--- src/sv/assert_macros.svh ---
// Assertion helpers for the RTL files, used by kts_back.
`ifndef ASSERT_MACROS_SVH
`define ASSERT_MACROS_SVH

// Checked on every clock edge outside reset.
`define KTS_ASSERT(lbl, prop, msg) \
   lbl: assert property (@(posedge clock) disable iff (reset) prop) else $error(msg);

// Checked on every clock edge, reset included.
`define KTS_ASSERT_ALWAYS(lbl, prop, msg) \
   lbl: assert property (@(posedge clock) prop) else $error(msg);

`endif

--- src/sv/kts_pkg.sv ---
// ----------------------------------------------------------------------------
// kts_pkg
// Types and constants of the knot table spline evaluator.
// ----------------------------------------------------------------------------
package kts_pkg;

   localparam int MAX_KNOTS   = 64;
   localparam int KNOT_AW     = $clog2(MAX_KNOTS);
   localparam int CNT_W       = $clog2(MAX_KNOTS + 1);
   localparam int FRAC_BITS   = 16;
   localparam int DATA_W      = 32;
   localparam int OP_W        = 3;
   localparam int INDEX_W     = 6;
   localparam int STATUS_W    = 2;
   localparam int MSPAN_W     = 17;
   localparam int FRONT_DEPTH = 2;
   localparam int CSR_AW      = 3;
   localparam int CSR_DW      = 32;
   localparam int DIFF_W      = DATA_W + 1;
   localparam int UNIT_W      = FRAC_BITS + 1;
   localparam int COEF_W      = FRAC_BITS + 4;
   localparam int PROD_W      = DIFF_W + COEF_W;
   localparam int ACC_W       = PROD_W + 3;
   localparam logic [UNIT_W-1:0] UNIT_ONE = UNIT_W'(1) << FRAC_BITS;

   typedef enum logic [OP_W-1:0] {
      OP_APPEND    = 3'd0,
      OP_SET_VALUE = 3'd1,
      OP_SET_TIME  = 3'd2,
      OP_CLEAR     = 3'd3,
      OP_EVAL      = 3'd4
   } op_type;

   typedef enum logic [2:0] {
      K_APPEND, K_SET_VALUE, K_SET_TIME, K_CLEAR, K_EVAL, K_NOP
   } kind_type;

   typedef enum logic [STATUS_W-1:0] {
      STS_OK    = 2'd0,
      STS_RANGE = 2'd1,
      STS_FULL  = 2'd2
   } status_type;

   typedef enum logic {
      REG_INTERP_MODE = 1'b0,
      REG_MIN_SPAN    = 1'b1
   } reg_idx_type;

   typedef struct packed {
      logic [OP_W-1:0]           operation;
      logic [INDEX_W-1:0]        knot_index;
      logic signed [DATA_W-1:0]  time_in;
      logic signed [DATA_W-1:0]  value_in;
   } req_type;

   typedef struct packed {
      logic signed [DATA_W-1:0]  result_value;
      logic [STATUS_W-1:0]       status;
      logic [CNT_W-1:0]          knot_total;
   } rsp_type;

   typedef struct packed {
      kind_type                  kind;
      logic [KNOT_AW-1:0]        index;
      logic signed [DATA_W-1:0]  time_v;
      logic signed [DATA_W-1:0]  value_v;
   } cmd_type;

   typedef struct packed {
      logic                      interp_mode;
      logic [MSPAN_W-1:0]        min_span;
   } cfg_type;

   typedef struct packed {
      logic                      start;
      logic signed [DIFF_W-1:0]  num;
      logic signed [DIFF_W-1:0]  den;
   } div_req_type;

   typedef struct packed {
      logic                      done;
      logic [UNIT_W-1:0]         quot;
   } div_rsp_type;

endpackage

--- src/sv/kts_div.sv ---
// ----------------------------------------------------------------------------
// kts_div
// Serial divider for the unit fraction num * ONE / den, truncated toward
// zero and clamped to [0, ONE]. One quotient bit per cycle.
// ----------------------------------------------------------------------------
module kts_div (
   input  logic                  clock,
   input  logic                  reset,
   input  kts_pkg::div_req_type  div_req,
   output kts_pkg::div_rsp_type  div_rsp
);
   import kts_pkg::*;

   localparam int STEP_W = $clog2(FRAC_BITS + 1);

   typedef enum logic [1:0] {DV_IDLE, DV_LOAD, DV_STEP, DV_DONE} dv_state_type;

   dv_state_type              st_ff, st_in;
   logic signed [DIFF_W-1:0]  num_ff, num_in;
   logic signed [DIFF_W-1:0]  den_ff, den_in;
   logic [DIFF_W-1:0]         dmag_ff, dmag_in;
   logic [DIFF_W:0]           rem_ff, rem_in;
   logic [FRAC_BITS-1:0]      quo_ff, quo_in;
   logic [STEP_W-1:0]         cnt_ff, cnt_in;
   logic                      zero_ff, zero_in;
   logic                      sat_ff, sat_in;
   logic [DIFF_W-1:0]         nmag;
   logic [DIFF_W-1:0]         dmag;
   logic [DIFF_W:0]           shifted;
   logic                      fits;

   assign nmag    = num_ff[DIFF_W-1] ? DIFF_W'(-num_ff) : DIFF_W'(num_ff);
   assign dmag    = den_ff[DIFF_W-1] ? DIFF_W'(-den_ff) : DIFF_W'(den_ff);
   assign shifted = {rem_ff[DIFF_W-1:0], 1'b0};
   assign fits    = (shifted >= {1'b0, dmag_ff});

   always_comb begin
      st_in   = st_ff;
      num_in  = num_ff;
      den_in  = den_ff;
      dmag_in = dmag_ff;
      rem_in  = rem_ff;
      quo_in  = quo_ff;
      cnt_in  = cnt_ff;
      zero_in = zero_ff;
      sat_in  = sat_ff;
      unique case (st_ff)
         DV_IDLE: begin
            if (div_req.start) begin
               num_in = div_req.num;
               den_in = div_req.den;
               st_in  = DV_LOAD;
            end
         end
         DV_LOAD: begin
            dmag_in = dmag;
            // negative or zero quotients all clamp to zero
            zero_in = (den_ff == '0) || (num_ff == '0) ||
                      (num_ff[DIFF_W-1] != den_ff[DIFF_W-1]);
            sat_in  = (nmag >= dmag);
            rem_in  = {1'b0, nmag};
            quo_in  = '0;
            cnt_in  = STEP_W'(FRAC_BITS);
            st_in   = (zero_in || sat_in) ? DV_DONE : DV_STEP;
         end
         DV_STEP: begin
            rem_in = fits ? (shifted - {1'b0, dmag_ff}) : shifted;
            quo_in = {quo_ff[FRAC_BITS-2:0], fits};
            cnt_in = cnt_ff - STEP_W'(1);
            if (cnt_ff == STEP_W'(1)) begin
               st_in = DV_DONE;
            end
         end
         DV_DONE: begin
            st_in = DV_IDLE;
         end
         default: begin
            st_in = DV_IDLE;
         end
      endcase
   end

   always_comb begin
      div_rsp.done = (st_ff == DV_DONE);
      priority if (zero_ff) begin
         div_rsp.quot = '0;
      end else if (sat_ff) begin
         div_rsp.quot = UNIT_ONE;
      end else begin
         div_rsp.quot = {1'b0, quo_ff};
      end
   end

   always_ff @(posedge clock) begin
      if (reset) begin
         st_ff <= DV_IDLE;
      end else begin
         st_ff <= st_in;
      end
      num_ff  <= num_in;
      den_ff  <= den_in;
      dmag_ff <= dmag_in;
      rem_ff  <= rem_in;
      quo_ff  <= quo_in;
      cnt_ff  <= cnt_in;
      zero_ff <= zero_in;
      sat_ff  <= sat_in;
   end

endmodule

--- config.mk ---
export PLATFORM = sky130hd
export DESIGN_NAME = kts_div
export DESIGN_NICKNAME = d
export VERILOG_FILES = /design/src/sv/assert_macros.svh /design/src/sv/kts_pkg.sv /design/src/sv/kts_div.sv
export SDC_FILE = /design/constraint.sdc
export NUM_CORES = 1
export LEC_CHECK = 0
export BUFFER_PORTS_ARGS = -buffer_cell sky130_fd_sc_hd__buf_2
export CAP_MARGIN = 20
export CORE_ASPECT_RATIO = 1.25
export CORE_UTILIZATION = 25
export CTS_CLUSTER_SIZE = 24
export DETAILED_ROUTE_END_ITERATION = 8
export PLACE_DENSITY = 0.48
export SLEW_MARGIN = 20
export SYNTH_ARGS = -nofsm -noshare
export SYNTH_HDL_FRONTEND = slang
export SYNTH_SLANG_ARGS = --single-unit
--- constraint.sdc ---
create_clock -name clock -period 3.7 [get_ports clock]
set_clock_uncertainty 0.15 [all_clocks]
set_input_delay 0.37 -clock clock [delete_from_list [all_inputs] [get_ports clock]]
set_output_delay 0.37 -clock clock [all_outputs]
set_load 0.005 [all_outputs]
# Yosys cells after proc, flatten, opt, wreduce, memory -nomap -nowiden
# Index checks and enable logic that the tools add are counted.
[totals]
register_bits = 157
word_cells = 43
inputBits = 69
[classes]
magnitude_cmp = 2
n_addsub = 4
reduce_logical = 9
eq_ne = 7
muxes = 12
[ops]
columns = ["operator", "count"]
rows = [
  ["33-bit 2-to-1 mux", 3],
  ["33-bit logical NOT", 2],
  ["33-bit negation", 2],
  ["33-bit case mux with 2 select lines", 1],
  ["34-bit by 33-bit greater-or-equal comparator with 1-bit output", 1],
  ["17-bit 2-to-1 mux", 2],
  ["33-bit greater-or-equal comparator", 1],
  ["33-bit subtractor", 1],
  ["16-bit case mux with 2 select lines", 1],
  ["5-bit case mux with 2 select lines", 1],
  ["2-bit case mux with 4 select lines", 1],
  ["5-bit by 1-bit == test with 1-bit output (second input constant)", 1],
  ["5-bit by 1-bit subtractor with 5-bit output (second input constant)", 1],
  ["2-bit == test (second input constant)", 2],
  ["2-bit 2-to-1 mux", 2],
  ["2-bit != test (second input constant)", 2],
  ["2-bit AND reduction", 2],
  ["1-bit logical OR", 3],
  ["2-bit by 1-bit == test with 1-bit output (second input constant)", 1],
  ["2-bit logical NOT", 1],
  ["2-bit nonzero test", 1],
  ["1-bit 2-to-1 mux", 1],
  ["1-bit != test", 1],
]

# Longest topological paths before layout
[depth]
ltp_word = 6
depth_mapped = 19

# Worst setup path before layout
# Ideal clock, no wire load.
[synth_path]
kind = "reg-to-reg"
from = "reg num_ff[2]"
to = "reg st_ff[0]"
stages_incl_launch_ff = 16
path_slack_ps = -203
path_buffers = 1
t_arrival_ps = 3633
path_cell_list = "edfxtp_1 > or4_4 > or4_1 > buf_2 > nor2_1 > nand2_1 > o31ai_1 > xnor2_1 > ha_1 > a2111oi_0 > nand2_1 > o32ai_1 > a22oi_1 > o21ai_2 > nor4b_2 > nor2_1"
[synth_via]
elab_chain_len = 6
word_cells_on_any_way = 9
[synth_lines]
columns = ["item", "line", "text"]
rows = [
  ["from (decl)", "kts_div.sv:19", "logic signed [DIFF_W-1:0] num_ff, num_in;"],
  ["from (signal assigned)", "kts_div.sv:100", "num_ff <= num_in;"],
  ["33-bit negation / 33-bit logical NOT (equally long branches)", "kts_div.sv:32, kts_div.sv:58", ""],
  ["33-bit 2-to-1 mux / 1-bit logical OR (equally long branches)", "kts_div.sv:32, kts_div.sv:58", ""],
  ["33-bit greater-or-equal comparator / 1-bit logical OR (equally long branches)", "kts_div.sv:60, kts_div.sv:58", ""],
  ["1-bit logical OR *", "kts_div.sv:64", "st_in = (zero_in || sat_in) ? DV_DONE : DV_STEP;"],
  ["1-bit 2-to-1 mux *", "kts_div.sv:64", ""],
  ["2-bit case mux with 4 select lines *", "kts_div.sv:47", "unique case (st_ff)"],
  ["to (signal assigned)", "kts_div.sv:98", "st_ff <= st_in;"],
  ["to (decl)", "kts_div.sv:18", "dv_state_type st_ff, st_in;"],
]
# Every way passes the cells marked *; elsewhere a longest branch is shown, timed or not.
# A chain may end at the register's enable or synchronous reset.

# Final worst setup path
[layout_path]
from = "reg den_ff[7]"
to = "reg sat_ff, data pin"
[layout_via]
elab_chain_len = 3
[layout_lines]
columns = ["item", "line", "text"]
rows = [
  ["from (decl)", "kts_div.sv:20", "logic signed [DIFF_W-1:0] den_ff, den_in;"],
  ["from (signal assigned)", "kts_div.sv:101", "den_ff <= den_in;"],
  ["33-bit negation", "kts_div.sv:33", "assign dmag = den_ff[DIFF_W-1] ? DIFF_W'(-den_ff) : DIFF_W'(den_ff);"],
  ["33-bit 2-to-1 mux *", "kts_div.sv:33", ""],
  ["33-bit greater-or-equal comparator *", "kts_div.sv:60", "sat_in = (nmag >= dmag);"],
  ["to (signal assigned)", "kts_div.sv:107", "sat_ff <= sat_in;"],
  ["to (decl)", "kts_div.sv:26", "logic sat_ff, sat_in;"],
]
# Marked as above.

==> summary.md <==
| Metric | Value |
|---|---|
| Critical path type | `register to register` |
| Antenna violations before repair | `0` |
| Post-synth top area share | `between 40% and 50%` |
| Die width | `181 um` |
| Filler cells | `3906` |
| Register area | `4690 sq um` |
| VDD IR-drop max | `around 500 uV` |
| RSZ-0062 raised after global routing | `true` |
| P&R area growth vs syn | `34.9%` |
| Area of the multi-input gates | `between 5000 and 6000 sq um` |
| Syn avg cell area | `approximately 10 sq um` |
| Sequential share of the synthesized area | `a little under half` |
| Hold crit path type | `input pin to register` |
| Final instance area | `between 10000 and 15000 sq um` |
| Pwr Total | `approximately 12 mW` |
| Via-to-Cell Ratio | `roughly 4.5` |
| Mapped Cells | `around 950` |
| CTS root buffer | `clkbuf_16` |
| Critical path required time | `~3.8 ns` |
| Final worst slack | `-0.323 ns` |
| Port bufs | `between 80 and 90` |
| Clk Latency, worst-skew pair | `about 0.45 ns` |
| Vias in the first global route | `8019` |
| Yosys top cell by area | `edfxtp_1` |
| Overall via count from detail_route | `around 8000` |
| Initial Util | `between 20% and 30%` |
| Primary FF master, synth | `edfxtp_1` |
| Post-synth EDFFs | `around 160` |
| FFs w/ async S/R, synth | `0%` |
| Share of layout cells above drive strength 1 | `25.3%` |
| Worst setup SP type | `register` |
| Final setup viols | `2` |
| MaxCap Viol Count | `0` |
| CP Capture Type | `register` |
| Power Density | `between 900 and 1000 nW/um^2` |
| Gpl congestion | `approximately 0.83` |
| Synth cell count leaders | `edfxtp_1, inv_1, nand2_1` |
| Hold Slack | `between 0.2 and 0.3 ns` |
| CTS tree | `built` |
| Die area | `roughly 41000 sq um` |
| N_diodes | `0` |
| Normalized max-slew margin | `approximately 43%` |
| Worst-path clk slew | `0.07 ns` |
| Syn Nets | `~1100` |
| Critical Path AT | `about 4.1 ns` |
| Fin. Hold Viols | `0` |
| Count leader, synth | `edfxtp_1` |
| Antenna-violating nets left | `0` |
| Crit-path max FO | `4` |
| Actual slew at the worst max-slew pin | `around 0.85 ns` |
| Largest net degree at the start of global routing | `74` |
| H-tree levels | `4` |
| First-pass DRT Iterations | `5` |
| Clock sink count | `between 150 and 200` |
| Leak Pwr | `about 5.6 nW` |
| Std-Cell Rows | `between 80 and 90` |
| Yosys warnings | `0` |
| GRT Total Usage | `between 10% and 20%` |
| Highest clock rate | `~0.25 GHz` |
| Placed cell area | `approximately 12000 sq um` |
| Failing checks | `negative setup slack` |
| GR Overflow Total | `0` |
| Outcome | `finished, violations left` |
| Die Span Y | `between 200 and 250 um` |
| Top cells by area, synth | `edfxtp_1, ha_1, xnor2_1` |
| Routed WL | `26300 um` |
| Drt first-iter violations | `439` |
| Syn Std Cell Area | `about 10000 sq um` |
| Core Util, Final | `around a third` |
| Drt wl/cell | `15.1 um` |
| Yosys cell types | `69` |
| Num CTS Buffers | `17` |
| Nets@finish | `1369` |
| Tcrit/Tclk final | `109%` |
| Register bit total from synthesis | `approximately 160` |
| Drt drc | `0` |
| Global-route wire length before repair | `between 40000 and 50000 um` |
| Final Max Slew Viols | `0` |
| Pre-CTS worst setup slack | `-0.460 ns` |
| Num ports | `between 80 and 90` |
| Minimum clock period | `between 4 and 5 ns` |
| CORE AREA | `39200 sq um` |
| Detail Placement HPWL | `~19000 um` |
| CTS Buffer Depth | `2` |
==> stage by stage <==
stage	cells	TNS, ns
3_3_place_gp	1623	-0.632
6_report	1736	-0.595
5_1_grt	1736	-0.987
4_1_cts	1729	-0.579
2_1_floorplan	952	-0.0366
3_5_place_dp	1623	-0.804
==> routing by layer <==
layer  GRT usage, %  part of all wire [%]
met1           16.1                    46
met2           23.3                    50
met3           1.86                   2.5
met4           5.18                   2.2
met5              0                     0
==> power by group <==
group / total, mW / switching, mW / leakage (nW) / internal [mW]
combinational: 6.89 / 3.93 / 3.83 / 2.96
clock: 1.84 / 0.778 / 0.282 / 1.06
sequential: 3.39 / 0.392 / 1.49 / 3.00
==> cell families (layout without fill, tap and decap cells) <==
| group | count (synthesis) | in the layout | share of synthesized area [%] |
|---|---|---|---|
| AOI/OAI and AO/OA | 221 | 221 | 15.0 |
| xor gates and xnor gates | 89 | 89 | 7.89 |
| adders and majority gates | 75 | 75 | 9.49 |
| buffers and inverters | 111 | 397 | 4.22 |
| DFF | 157 | 157 | 47.1 |
| muxes | 4 | 4 | 0.402 |
| and+or+nand+nor | 295 | 295 | 15.9 |
==> critical path: stages (launching register included) <==
cell	delay (ns)
edfxtp_1	0.38
or4_4	0.56
or3_4	0.43
nor4_4	0.23
buf_4	0.17
buf_4	0.11
a21oi_1	0.07
xnor2_1	0.23
ha_1	0.29
nand4_1	0.13
or2_4	0.17
o22ai_2	0.08
o32ai_2	0.29
a22oi_2	0.12
o21ai_2	0.19
buf_4	0.15
nand2b_4	0.05
==> registers in the layout (all words and copies together), names as in the netlist <==
signal and count:
den_ff 33, dmag_ff 33, sat_ff 1, num_ff 33, zero_ff 1, rem_ff 33
quo_ff 16, cnt_ff 5, st_ff 2
==> cell type report <==
| class | count | share of cell area [%] |
|---|---|---|
| multi-input cells | 684 | 38.2 |
| flip-flops and latches | 157 | 34.9 |
| repair buffers | 279 | 15.4 |
| well taps | 498 | 4.63 |
| clock buffers | 18 | 3.19 |
| inverters | 86 | 2.40 |
| clock inverters | 14 | 1.23 |
==> path summary, 6_finish.rpt <==
kind	startpoint	end	slack [ns]	cells past startpoint
hold reg to reg	quo_ff[14]$_SDFFCE_PP0P_	quo_ff[15]$_SDFFCE_PP0P_	0.40	1
setup / recovery	den_ff[7]$_DFFE_PP_	sat_ff$_DFFE_PP_	-0.32	16
setup reg to reg	den_ff[7]$_DFFE_PP_	sat_ff$_DFFE_PP_	-0.32	16
hold / removal	div_req[66]	st_ff[1]$_SDFFE_PP0P_	0.29	5
==> layout by cell type (no fill, tap or decap), drive strengths merged, types with 5 or more instances in the layout <==
cell type | netlist | layout
ha | 74 | 74
or4 | 10 | 10
clkinv | 2 | 7
nand3 | 17 | 17
o21a | 15 | 15
inv | 84 | 87
a31oi | 26 | 26
xnor2 | 58 | 58
buf | 6 | 212
a21oi | 53 | 53
dlygate4sd3 | 0 | 67
nor2b | 9 | 9
a211oi | 5 | 5
nor3 | 17 | 17
nand2b | 15 | 15
and2 | 35 | 35
clkbuf | 19 | 18
o21ai | 45 | 45
o41ai | 11 | 11
nor2 | 68 | 68
a21o | 18 | 18
nand2 | 78 | 78
o31ai | 18 | 18
or3 | 6 | 6
xor2 | 31 | 31
edfxtp | 155 | 155
nor4 | 12 | 12
nand4 | 13 | 13
==> repair_timing <==
item | 4_1_cts | 5_1_grt
endpoints found under the setup margin | 2 | 2
buffers inserted | 8 | 7
gates cloned | 0 | 0
pin swaps | 14 | 19
gates resized for setup | 12 | 24
hold buffers | 67 | 0
hold endpoints to repair | 67 | 0
Power figures use the tool's default switching activity.
