$ cat src/sv/assert_macros.svh
// Assertion helpers for the RTL files, used by kts_back.
`ifndef ASSERT_MACROS_SVH
`define ASSERT_MACROS_SVH

// Checked on every clock edge outside reset.
`define KTS_ASSERT(lbl, prop, msg) \
   lbl: assert property (@(posedge clock) disable iff (reset) prop) else $error(msg);

// Checked on every clock edge, reset included.
`define KTS_ASSERT_ALWAYS(lbl, prop, msg) \
   lbl: assert property (@(posedge clock) prop) else $error(msg);

`endif

$ cat src/sv/kts_pkg.sv
// ----------------------------------------------------------------------------
// kts_pkg
// Types and constants of the knot table spline evaluator.
// ----------------------------------------------------------------------------
package kts_pkg;

   localparam int MAX_KNOTS   = 64;
   localparam int KNOT_AW     = $clog2(MAX_KNOTS);
   localparam int CNT_W       = $clog2(MAX_KNOTS + 1);
   localparam int FRAC_BITS   = 16;
   localparam int DATA_W      = 32;
   localparam int OP_W        = 3;
   localparam int INDEX_W     = 6;
   localparam int STATUS_W    = 2;
   localparam int MSPAN_W     = 17;
   localparam int FRONT_DEPTH = 2;
   localparam int CSR_AW      = 3;
   localparam int CSR_DW      = 32;
   localparam int DIFF_W      = DATA_W + 1;
   localparam int UNIT_W      = FRAC_BITS + 1;
   localparam int COEF_W      = FRAC_BITS + 4;
   localparam int PROD_W      = DIFF_W + COEF_W;
   localparam int ACC_W       = PROD_W + 3;
   localparam logic [UNIT_W-1:0] UNIT_ONE = UNIT_W'(1) << FRAC_BITS;

   typedef enum logic [OP_W-1:0] {
      OP_APPEND    = 3'd0,
      OP_SET_VALUE = 3'd1,
      OP_SET_TIME  = 3'd2,
      OP_CLEAR     = 3'd3,
      OP_EVAL      = 3'd4
   } op_type;

   typedef enum logic [2:0] {
      K_APPEND, K_SET_VALUE, K_SET_TIME, K_CLEAR, K_EVAL, K_NOP
   } kind_type;

   typedef enum logic [STATUS_W-1:0] {
      STS_OK    = 2'd0,
      STS_RANGE = 2'd1,
      STS_FULL  = 2'd2
   } status_type;

   typedef enum logic {
      REG_INTERP_MODE = 1'b0,
      REG_MIN_SPAN    = 1'b1
   } reg_idx_type;

   typedef struct packed {
      logic [OP_W-1:0]           operation;
      logic [INDEX_W-1:0]        knot_index;
      logic signed [DATA_W-1:0]  time_in;
      logic signed [DATA_W-1:0]  value_in;
   } req_type;

   typedef struct packed {
      logic signed [DATA_W-1:0]  result_value;
      logic [STATUS_W-1:0]       status;
      logic [CNT_W-1:0]          knot_total;
   } rsp_type;

   typedef struct packed {
      kind_type                  kind;
      logic [KNOT_AW-1:0]        index;
      logic signed [DATA_W-1:0]  time_v;
      logic signed [DATA_W-1:0]  value_v;
   } cmd_type;

   typedef struct packed {
      logic                      interp_mode;
      logic [MSPAN_W-1:0]        min_span;
   } cfg_type;

   typedef struct packed {
      logic                      start;
      logic signed [DIFF_W-1:0]  num;
      logic signed [DIFF_W-1:0]  den;
   } div_req_type;

   typedef struct packed {
      logic                      done;
      logic [UNIT_W-1:0]         quot;
   } div_rsp_type;

endpackage

$ cat src/sv/kts_front.sv
// ----------------------------------------------------------------------------
// kts_front
// Accepts request words, decodes the operation and queues commands.
// ----------------------------------------------------------------------------
module kts_front (
   input  logic              clock,
   input  logic              reset,
   input  logic              req_push,
   output logic              req_full,
   input  kts_pkg::req_type  req_word,
   output logic              cmd_valid,
   output kts_pkg::cmd_type  cmd_word,
   input  logic              cmd_take
);
   import kts_pkg::*;

   localparam int PTR_W  = (FRONT_DEPTH > 1) ? $clog2(FRONT_DEPTH) : 1;
   localparam int QCNT_W = $clog2(FRONT_DEPTH + 1);

   cmd_type            q_mem [FRONT_DEPTH];
   logic [PTR_W-1:0]   wr_ptr_ff, wr_ptr_in;
   logic [PTR_W-1:0]   rd_ptr_ff, rd_ptr_in;
   logic [QCNT_W-1:0]  count_ff, count_in;
   logic               push_ok;
   logic               pop_ok;
   cmd_type            new_cmd;

   function automatic kind_type classify(input logic [OP_W-1:0] op);
      kind_type k;
      unique case (op)
         OP_APPEND:    k = K_APPEND;
         OP_SET_VALUE: k = K_SET_VALUE;
         OP_SET_TIME:  k = K_SET_TIME;
         OP_CLEAR:     k = K_CLEAR;
         OP_EVAL:      k = K_EVAL;
         default:      k = K_NOP;
      endcase
      return k;
   endfunction

   function automatic logic [PTR_W-1:0] bump(input logic [PTR_W-1:0] p);
      return (p == PTR_W'(FRONT_DEPTH - 1)) ? '0 : p + PTR_W'(1);
   endfunction

   assign req_full  = (count_ff == QCNT_W'(FRONT_DEPTH));
   assign cmd_valid = (count_ff != '0);
   assign cmd_word  = q_mem[rd_ptr_ff];
   assign push_ok   = req_push & ~req_full;
   assign pop_ok    = cmd_take & cmd_valid;

   always_comb begin
      new_cmd.kind    = classify(req_word.operation);
      new_cmd.index   = KNOT_AW'(req_word.knot_index);
      new_cmd.time_v  = req_word.time_in;
      new_cmd.value_v = req_word.value_in;
      wr_ptr_in = push_ok ? bump(wr_ptr_ff) : wr_ptr_ff;
      rd_ptr_in = pop_ok ? bump(rd_ptr_ff) : rd_ptr_ff;
      count_in  = count_ff;
      if (push_ok && !pop_ok) begin
         count_in = count_ff + QCNT_W'(1);
      end else if (pop_ok && !push_ok) begin
         count_in = count_ff - QCNT_W'(1);
      end
   end

   always_ff @(posedge clock) begin
      if (push_ok) begin
         q_mem[wr_ptr_ff] <= new_cmd;
      end
      if (reset) begin
         wr_ptr_ff <= '0;
         rd_ptr_ff <= '0;
         count_ff  <= '0;
      end else begin
         wr_ptr_ff <= wr_ptr_in;
         rd_ptr_ff <= rd_ptr_in;
         count_ff  <= count_in;
      end
   end

endmodule

$ cat config.mk
export PLATFORM = sky130hd
export DESIGN_NAME = kts_front
export DESIGN_NICKNAME = d
export VERILOG_FILES = /design/src/sv/assert_macros.svh /design/src/sv/kts_pkg.sv /design/src/sv/kts_front.sv
export SDC_FILE = /design/constraint.sdc
export NUM_CORES = 1
export LEC_CHECK = 0
export ABC_AREA = 1
export BUFFER_PORTS_ARGS = -buffer_cell sky130_fd_sc_hd__buf_4
export CORE_UTILIZATION = 45
export DETAILED_ROUTE_END_ITERATION = 12
export PLACE_DENSITY = 0.7
export SLEW_MARGIN = 20
export SYNTH_ARGS = -nofsm -noshare
export SYNTH_HDL_FRONTEND = slang
export SYNTH_SLANG_ARGS = --single-unit
export TNS_END_PERCENT = 1
$ cat constraint.sdc
create_clock -name clock -period 7.8 [get_ports clock]
set_input_delay 1.56 -clock clock [delete_from_list [all_inputs] [get_ports clock]]
set_output_delay 1.56 -clock clock [all_outputs]
set_load 0.02 [all_outputs]
======== After elaboration in Yosys (flattened, before gate mapping) ========
Memory sizes are Yosys's and may differ from the RTL's. A register that Yosys moved wholly into a read port is not among the register bits.
Cells that the tools add are included.
operators by class
  bitwise gates (word level) .............. 3
  divide/modulo/power cells ............... 0
  shifts and indexed selects .............. 0
  multiply operators ...................... 0
  multiplexer cells ....................... 9
  add/subtract/negate cells ............... 4
  reduce and logical (&&, ||, !) cells .... 7
  equal/unequal tests ..................... 5
  order comparisons ....................... 0
operators with widths
  cell                                                                 count
  3-bit one-hot mux with 5 select lines                                1
  3-bit by 2-bit == test with 1-bit output (second input constant)     2
  1-bit two-way mux                                                    6
  2-bit two-way mux                                                    2
  2-bit nonzero test                                                   2
  3-bit by 1-bit == test with 1-bit output (second input constant)     1
  3-bit == test (second input constant)                                1
  3-bit zero test                                                      1
  1-bit adder (second input constant)                                  2
  2-bit by 1-bit adder with 2-bit output (second input constant)       1
  1-bit bitwise AND                                                    2
  2-bit == test (second input constant)                                1
  1-bit logical AND                                                    2
  1-bit zero test                                                      2
  2-bit by 1-bit subtractor with 2-bit output (second input constant)  1
  1-bit NOT                                                            1
storage, ports and cells
  memory bits (writable) .................. 146
  latch bits .............................. 0
  logic and storage cells ................. 32
  memories kept ........................... 1
  output and inout bits ................... 75
  register bits after elaboration ......... 4
  input port bits ......................... 77
  bits in read-only memories .............. 0
memory list
  name   depth  width  read ports  clocked after memory_dff  wr ports  line             text
  q_mem  2      73     1           1                         1         kts_front.sv:20  cmd_type q_mem [FRONT_DEPTH];

======== Longest topological paths before layout ========
Gate-level depths: netlist (run 1).
  depth after elaboration ................. 7
  gate-level depth with buffers ........... 10

======== Worst setup path after synthesis (run 1) ========
Ideal clock, no wire load.
  path type ............................... input -> register
  start ................................... input req_push
  end ..................................... memory q_mem[0][0] (netlist bit), enable pin
  slack ................................... 2.622 ns
  cell stages on the path ................. 2
  arrival ................................. 4.673 ns
  cells stage by stage .................... o21ai_2 -> nor2_1
between the ends
  cells in the longest elaborated chain, start to end .. 3
RTL lines
  item                                     line             text
  start: declaration                       kts_front.sv:8   input logic req_push,
  1-bit bitwise AND                        kts_front.sv:48  assign push_ok = req_push & ~req_full;
  1-bit two-way mux                        kts_front.sv:67  if (push_ok) begin
  1-bit two-way mux (implied by the code)  kts_front.sv:68  q_mem[wr_ptr_ff] <= new_cmd;
  end: declaration                         kts_front.sv:20
Every way passes these cells.

==> flow_summary_export.csv, run 1 <==
group,metric,value,unit
status,status,"finished clean",
timing,setup_viol,0,
logic_synthesis,syn_nets,346,
place,port_buffers,151,
clock_tree,path_clk_slew,0.06,ns
floorplan,initial_core_util,0.464,
clock_tree,cts_tree,"yes",
layout,nFillCells,916,
power,power.density,341,nW/um^2
place,hpwl,6340,microns
routing,routed_via_density,4.67,
layout,drive_gt1_frac,0.573,
clock_tree,clock-sinks,151,
routing,drt_iter0_drc,144,
layout,stdcell_count,617,
global_route,overflow,0,
global_route,grt_start_max_net_pins,47,
routing,drc,0,
timing,fin_crit_sh,0.510,
layout,synthToLayoutAreaGrowth,31.5,%
global_route,grt_usage,0.152,
worst_setup_path,path_buf_inv,2,
timing,tightest_slew,0.821,ns
logic_synthesis,netlist-cell-type-count,17,
worst_setup_path,cpMostUsedCell,"buf_4",
floorplan,fp-row-count,41,
clock_tree,cts_buffers,17,
timing,tns,0,ns
clock_tree,clock-root-buffer,"clkbuf_16",
routing,drt-wirelength-per-cell,15.9,microns
timing,finalHoldViolations,0,
timing,grt_setup_unrepaired,"no",
clock_tree,hold_buffers,0,
worst_setup_path,cp_max_fo,44,
clock_tree,cts.path.max_buffers,2,
timing,fin_crit,3.98,ns
clock_tree,post-cts-setup-buffer-count,0,
layout,layout_common_cells,"buf_4 (154), edfxtp_1 (146), mux2_4 (70)",
timing,clock.fmax,251,MHz
timing,relSlewSlack,0.452,
logic_synthesis,post_synth.cell_area_avg,22.0,sq um
global_route,antenna_found_initial,0,
timing,skew,0.00329,ns
flow_run,maxCapViolCount,0,
worst_setup_path,path_cells,"buf_4, mux2_4, buf_4",
clock_tree,cts_resized,0,
global_route,grt_pass1_vias,3016,
place,finalWeightedCongestion,0.628,
layout,nNetsFinal,510,
floorplan,core_area,12700,sq um
power,leakage,3.06,nW
layout,antenna-diode-count,0,
layout,final_common_cell,"buf_4",
routing,antenna_left,0,
power,ir_worst_vdd,0.234,mV
worst_setup_path,critPathKind,"flip-flop to output pin",
global_route,grt_pass1_wl,14700,microns
logic_synthesis,ys_ff_latch,151,
worst_setup_path,cp_slowest_cell,"buf_4",
logic_synthesis,yosysSeqAreaShare,0.762,
routing,drtPass1Iterations,4,
worst_hold_path,hold_path.class,"flip-flop to flip-flop",
floorplan,die-area,13500,sq um
floorplan,dieWidth,116,microns
logic_synthesis,syn_area,5880,sq um
timing,slew_viol_final,0,
logic_synthesis,synth_cells,268,
routing,drt-total-wl,9810,microns
worst_setup_path,cp-end-kind,"output pin",
floorplan,die_y,116,microns
logic_synthesis,yosys_warnings,0,
worst_setup_path,cp_slowest_stage_delay,0.74,ns
routing,num_vias,2881,
worst_setup_path,path_delay_family,"buffers and inverters",
worst_setup_path,critPathRequiredTime,6.24,ns
clock_tree,clk_latency,0.41,ns
clock_tree,htree_num_levels,4,
place,dp_cells,585,
worst_setup_path,cp-start-kind,"flip-flop",
floorplan,io_pins,152,
worst_setup_path,crit_arrival,2.42,ns
Yosys cell counts:
library cell | number | area, sq um
edfxtp_1 | 146 | 4380
o21ai_2 | 1 | 8.76
a21oi_1 | 2 | 10.0
nand2_1 | 7 | 26.3
o21ai_0 | 2 | 10.0
mux2_4 | 70 | 1050
mux2_2 | 3 | 33.8
nand4_1 | 1 | 6.26
buf_6 | 1 | 11.3
inv_1 | 9 | 33.8
clkbuf_1 | 1 | 3.75
nand3_1 | 2 | 10.0
a21o_1 | 1 | 7.51
ha_1 | 1 | 12.5
buf_12 | 7 | 140
nor2_1 | 9 | 33.8
dfxtp_1 | 5 | 100
final timing paths:
check	cells past startpoint	from	endpoint	slack [ns]
worst max-delay path	3	flip-flop	cmd_word[12]	3.82
worst min register to register	2	rd_ptr_ff	rd_ptr_ff	0.51
worst min-delay path	2	rd_ptr_ff	rd_ptr_ff	0.51
worst max register to register	4	count_ff[1]	q_mem[0][15]	5.55
flip-flops by register name, indices dropped and copies added, names as in the netlist, named ones only:
signal     cells
wr_ptr_ff      1
rd_ptr_ff      1
count_ff       2
q_mem        146
metal layers:
metal  wire [microns]  global-route usage  vias to the layer above
met5                0                   0                        -
met4              195              0.0795                        0
met3              732              0.0560                       14
met2             4770               0.249                      110
met1             4110               0.174                     1398
li1                 -                   -                     1359
cells by family (layout without fill, tap and decap cells):
family                     after synthesis  count (layout)  synth area share
adders and majority gates                1               1           0.00213
AOI/OAI and AO/OA                        6               6           0.00617
and+or+nand+nor                         19              19            0.0130
DFF                                    151             151             0.762
muxes                                   73              73             0.184
buffers and inverters                   18             195            0.0321
final cells by class:
cell class	count	area [sq um]	share of cell area
Multi-Input combinational cell	99	1220	0.158
Inverter	9	33.8	0.00437
Tap cell	172	215	0.0278
Clock buffer	20	437	0.0564
Timing Repair Buffer	154	1160	0.149
Clock inverter	12	181	0.0235
Sequential cell	151	4490	0.580
worst register-to-register path, cell delays in order, from the launching register on:
cell and delay (ns):
dfxtp_1 0.31, inv_1 0.11, o21ai_2 0.13, nor2_4 0.63, buf_4 0.68
power by group:
group	total [mW]	internal [mW]	switching, mW
clock network	0.851	0.561	0.290
logic	0.709	0.351	0.359
registers	1.08	1.03	0.0520
stage by stage:
| step | setup WS (ns) | utilization | cell area (sq um) | total power, mW | hold WS (ns) |
|---|---|---|---|---|---|
| after floorplan | 2.62 | - | 5880 | 1.60 | 0.465 |
| after global placement | 4.24 | 0.562 | 7120 | 1.80 | 0.478 |
| after detailed placement | 4.23 | 0.562 | 7120 | 1.82 | 0.495 |
| final | 3.82 | 0.611 | 7740 | 2.64 | 0.512 |
| after CTS | 3.78 | 0.611 | 7740 | 2.67 | 0.511 |
| after global routing | 3.71 | 0.611 | 7740 | 2.75 | 0.546 |
(Power assumes the default switching activity.)
==> run 2: changes to the inputs <==
Clock period 7.8 ns to 4.15 ns, I/O delays scaled along.
==> run 2 against run 1 <==
  * Cell area decreased by 1.1%
  * Cell count fell by 0.32%
  * Setup slack got worse by 2.5 ns
  * Clock power increased by 55%
  * Die area did not move
  * Register-to-register slack lost 3.3 ns
  * Combinational power increased by 90%
  * Global-route usage is 0.19 points higher
  * First-iteration DRC count shrank 2.8%
==> flow_summary_export.csv, run 2 (synthesized netlist as in run 1, its figures left out) <==
group,metric,value,unit
global_route,grt_use_met3,0.0576,
timing,grt_setup_unrepaired,"no",
global_route,grtUsageMet2,0.245,
power,comb_power_share,0.287,
global_route,grt_pass1_wl,14600,microns
clock_tree,htree_num_levels,4,
routing,drt_iter0_drc,140,
clock_tree,clock-root-buffer,"clkbuf_16",
power,power,4.70,mW
clock_tree,clock-sinks,151,
layout,stdcell_count,615,
power,p_seq_frac,0.432,
layout,layout_common_cells,"buf_4 (153), edfxtp_1 (146), mux2_4 (70)",
clock_tree,cts_tree,"yes",
worst_setup_path,cp_max_fo,44,
routing,drtPass1Iterations,4,
timing,clock.fmax,348,MHz
worst_setup_path,worst-r2r-cell-count,4,
worst_setup_path,critPathRequiredTime,3.32,ns
worst_hold_path,min_path_cells,2,
global_route,grt_start_max_net_pins,53,
place,port_buffers,151,
timing,slew_viol_final,0,
clock_tree,cts_resized,0,
power,leakage,3.02,nW
global_route,overflow,0,
routing,drt-wirelength-per-cell,16.3,microns
routing,drc,0,
power,p_int,3.40,mW
floorplan,dieWidth,116,microns
clock_tree,post-cts-setup-buffer-count,0,
routing,drt-total-wl,10100,microns
layout,nNetsFinal,511,
power,p_switching,1.30,mW
layout,reg_top3,"q_mem: 146 flops, count_ff: 2 flops",
worst_setup_path,crit_arrival,2.04,ns
global_route,grt_use_met1,0.182,
clock_tree,path_clk_slew,0.06,ns
layout,drive_gt1_frac,0.569,
place,dp_cells,586,
clock_tree,hold_buffers,0,
timing,setup_viol,0,
layout,antenna-diode-count,0,
timing,fin_crit_sh,0.693,
routing,routed_via_density,4.73,
floorplan,core_area,12700,sq um
layout,largest-register,"q_mem",
timing,worst_slack,1.28,ns
global_route,grt_pass1_vias,2906,
routing,antenna_left,0,
timing,skew,0.00541,ns
worst_setup_path,cp-end-kind,"output pin",
clock_tree,cts.path.max_buffers,2,
floorplan,die-area,13500,sq um
routing,num_vias,2912,
floorplan,initial_core_util,0.464,
layout,largest_reg_flops,146,
global_route,grt_usage,0.154,
timing,relSlewSlack,0.534,
worst_setup_path,critPathKind,"flip-flop to output pin",
floorplan,fp-row-count,41,
floorplan,io_pins,152,
place,hpwl,6550,microns
power,ir_worst_vdd,0.301,mV
place,finalWeightedCongestion,0.659,
clock_tree,cts_buffers,17,
power,power.density,615,nW/um^2
timing,tightest_slew,0.697,ns
timing,fin_crit,2.87,ns
floorplan,die_y,116,microns
power,sw_frac_of_total,0.277,
status,status,"finished clean",
layout,final_common_cell,"buf_4",
global_route,busiest_layer,"met2",
layout,synthToLayoutAreaGrowth,30.0,%
power,pwr-share-clk,0.281,
worst_setup_path,cp-start-kind,"flip-flop",
place,pre_cts_ws,1.67,ns
worst_hold_path,hold_path.class,"flip-flop to flip-flop",
flow_run,maxCapViolCount,0,
clock_tree,clk_latency,0.41,ns
global_route,antenna_found_initial,0,
timing,tns,0,ns
timing,finalHoldViolations,0,
-- run 2: layout make-up --
class | count | area, sq um
clock buffer | 20 | 437
clock inverter | 9 | 62.6
fill | 958 | 5020
inverter | 9 | 33.8
multi-input combinational | 99 | 1220
sequential | 151 | 4490
tap | 172 | 215
timing repair buffer | 155 | 1190
-- run 2: metal layers --
layer / routed length, microns / up-vias
met1: 4220 / 1413
met3: 711 / 17
met2: 4910 / 116
li1: - / 1366
met4: 212 / 0
met5: 0 / -
-- run 2: power by group through the flow --
stage / logic, mW / clock network, mW / registers (mW)
floorplan: 0.976 / 0 / 2.02
global placement: 1.34 / 0 / 2.05
detailed placement: 1.37 / 0 / 2.07
CTS: 1.37 / 1.35 / 2.03
global route: 1.44 / 1.41 / 2.05
finish: 1.35 / 1.32 / 2.03
-- run 2: path summary, 6_finish.rpt --
kind / startpoint / to / slack, ns
max: flip-flop / cmd_word[12] / 1.28
min reg2reg: rd_ptr_ff / flip-flop / 0.52
max reg2reg: count_ff[1] / q_mem[0][1] / 2.28
min: rd_ptr_ff / flip-flop / 0.52
-- run 2: critical path, cell delays in order (launching register included) --
cell and delay (ns):
dfxtp_4 0.71, buf_12 0.37, mux2_4 0.34, buf_4 0.16
-- run 2: metrics by stage --
step                      instance area (sq um)   util  hold slack [ns]
after floorplan                            5880      -            0.465
after global placement                     7150  0.564            0.479
after detailed placement                   7150  0.564            0.495
after CTS                                  7650  0.604            0.511
after global routing                       7650  0.604            0.570
final                                      7650  0.604            0.520
==> run 3: changes to the inputs <==
Settings changed: PLACE_DENSITY 0.7 to 0.72.
Clock period 4.15 ns to 2.3 ns, I/O delays scaled along.
==> run 3 against run 2 <==
  * First-iteration DRC count is 16% lower
  * Wire length decreased by 1.4%
  * Critical path type unchanged
  * Worst hold slack worse by 0.29 ns
  * Sequential share of layout area down 1.5 points
  * Utilization grew 1.5 points
  * Highest routed layer unchanged
  * Via count decreased by 0.79%
  * Die area unchanged
  * Clock power increased by 120%
  * Power up 93%
  * Sequential power is 77% higher
==> flow_summary_export.csv, run 3 (synthesized netlist as in run 1, its figures left out) <==
group,metric,value,unit
status,status,"finished clean",
routing,wl_met3,745,microns
worst_setup_path,crit_arrival,1.61,ns
global_route,grt_usage,0.151,
worst_setup_path,path_cells,"buf_12, mux2_4, buf_4",
timing,slew_viol_final,0,
routing,drt-met1-wl,3910,microns
layout,layout_common_cells,"buf_4 (153), edfxtp_1 (146), mux2_4 (70)",
layout,final_common_cell,"buf_4",
routing,drt-wirelength-per-cell,16.0,microns
floorplan,core_area,12700,sq um
routing,routed_via_density,4.65,
layout,stdcell_count,621,
timing,grt_setup_unrepaired,"no",
timing,fin_crit_sh,0.900,
timing,relSlewSlack,0.752,
layout,largest_reg_flops,146,
clock_tree,hold_buffers,0,
layout,nFillCells,933,
worst_setup_path,r2r-start,"count_ff[1]",
global_route,antenna_found_initial,0,
floorplan,die_y,116,microns
layout,reg_top3,"q_mem: 146 flops, count_ff: 2 flops",
worst_hold_path,min_path_cells,1,
floorplan,fp-row-count,41,
layout,largest-register,"q_mem",
layout,nNetsFinal,514,
worst_hold_path,min_to,"q_mem[1][11]",
timing,clock.fmax,483,MHz
layout,synthToLayoutAreaGrowth,33.3,%
worst_hold_path,hp-start,"req_word[11]",
place,port_buffers,151,
clock_tree,cts_buffers,17,
floorplan,initial_core_util,0.464,
global_route,grt_pass1_wl,14500,microns
clock_tree,clk_latency,0.41,ns
timing,setup_viol,0,
worst_setup_path,path_delay_family,"flip-flops",
flow_run,maxCapViolCount,0,
clock_tree,cts_tree,"yes",
clock_tree,clock-root-buffer,"clkbuf_16",
worst_setup_path,worst-r2r-cell-count,9,
global_route,overflow,0,
floorplan,io_pins,152,
timing,skew,0.00544,ns
timing,finalHoldViolations,0,
place,finalWeightedCongestion,0.637,
worst_hold_path,hold_path.class,"primary input to flip-flop",
clock_tree,path_clk_slew,0.06,ns
routing,drt-total-wl,9910,microns
routing,drtPass1Iterations,4,
worst_setup_path,path_buf_inv,2,
worst_setup_path,cp-end-kind,"output pin",
routing,drt_iter0_drc,118,
clock_tree,post-cts-setup-buffer-count,0,
routing,drc,0,
power,leakage,3.10,nW
worst_setup_path,cp_max_fo,29,
power,ir_worst_vdd,0.643,mV
global_route,grt_pass1_vias,2915,
routing,wl_met2,5100,microns
routing,num_vias,2889,
worst_setup_path,worstReg2RegEnd,"count_ff[1]",
clock_tree,clock-sinks,151,
routing,antenna_left,0,
routing,maxUsedRoutingLayer,"met4",
timing,fin_crit,2.07,ns
worst_setup_path,rrSetupSlack,0.73,ns
clock_tree,cts_resized,0,
place,hpwl,6520,microns
floorplan,dieWidth,116,microns
clock_tree,htree_num_levels,4,
timing,tightest_slew,0.371,ns
place,post_dp_cell_area,7210,sq um
layout,fin_area,7850,sq um
worst_setup_path,cp-start-kind,"flip-flop",
worst_setup_path,cp_slowest_cell,"dfxtp_4",
global_route,grt_start_max_net_pins,61,
power,power,9.07,mW
place,dp_cells,589,
clock_tree,cts.path.max_buffers,2,
layout,drive_gt1_frac,0.586,
worst_setup_path,critPathRequiredTime,1.84,ns
worst_setup_path,critPathKind,"flip-flop to output pin",
floorplan,die-area,13500,sq um
worst_setup_path,cp_slowest_stage_delay,0.43,ns
layout,antenna-diode-count,0,
power,power.density,1160,nW/um^2
[run 3: cell count changes in the layout (fill, tap and decap cells not counted), sizes merged]
cell,delta
clkbuf,-2
inv,+1
clkinv,-4
buf,+3
bufinv,+4
clkinvlp,+4
[run 3: layer usage]
| metal | up-vias | track usage |
|---|---|---|
| li1 | 1372 | - |
| met1 | 1403 | 0.166 |
| met2 | 100 | 0.249 |
| met3 | 14 | 0.0654 |
| met4 | 0 | 0.0769 |
| met5 | - | 0 |
[run 3: area by class of cell]
type	instances	area, sq um	area share
clock buffer	18	429	0.0547
clock inverter	14	205	0.0262
inverter	9	33.8	0.00431
multi-input combinational	99	1220	0.156
sequential	151	4490	0.572
tap	172	215	0.0274
timing repair buffer	158	1250	0.159
[run 3: per-stage QoR]
stage	hold slack, ns	utilization	setup slack, ns	setup TNS (ns)
CTS	0.208	0.619	0.201	0
global placement	0.474	0.569	0.656	0
detailed placement	0.484	0.569	0.655	0
floorplan	0.465	-	-0.554	-80.91
global route	0.206	0.619	0.166	0
finish	0.228	0.619	0.229	0
[run 3: power by group]
group	internal (mW)	switching (mW)	leakage, nW	total (mW)
clock network	1.91	1.02	0.295	2.93
registers	3.48	0.118	1.40	3.60
logic	1.25	1.29	1.40	2.54
[run 3: how the worst max path moves through the flow]
stage          depth (start not counted)      endpoint  slack [ns]      start
2_1_floorplan                          2   q_mem[0][0]       -0.55   req_push
3_3_place_gp                           3  cmd_word[71]        0.66  flip-flop
3_5_place_dp                           3   cmd_word[6]        0.65  flip-flop
4_1_cts                                3   cmd_word[6]        0.20  flip-flop
5_1_grt                                3   cmd_word[4]        0.17  flip-flop
6_report                               3  cmd_word[71]        0.23  flip-flop
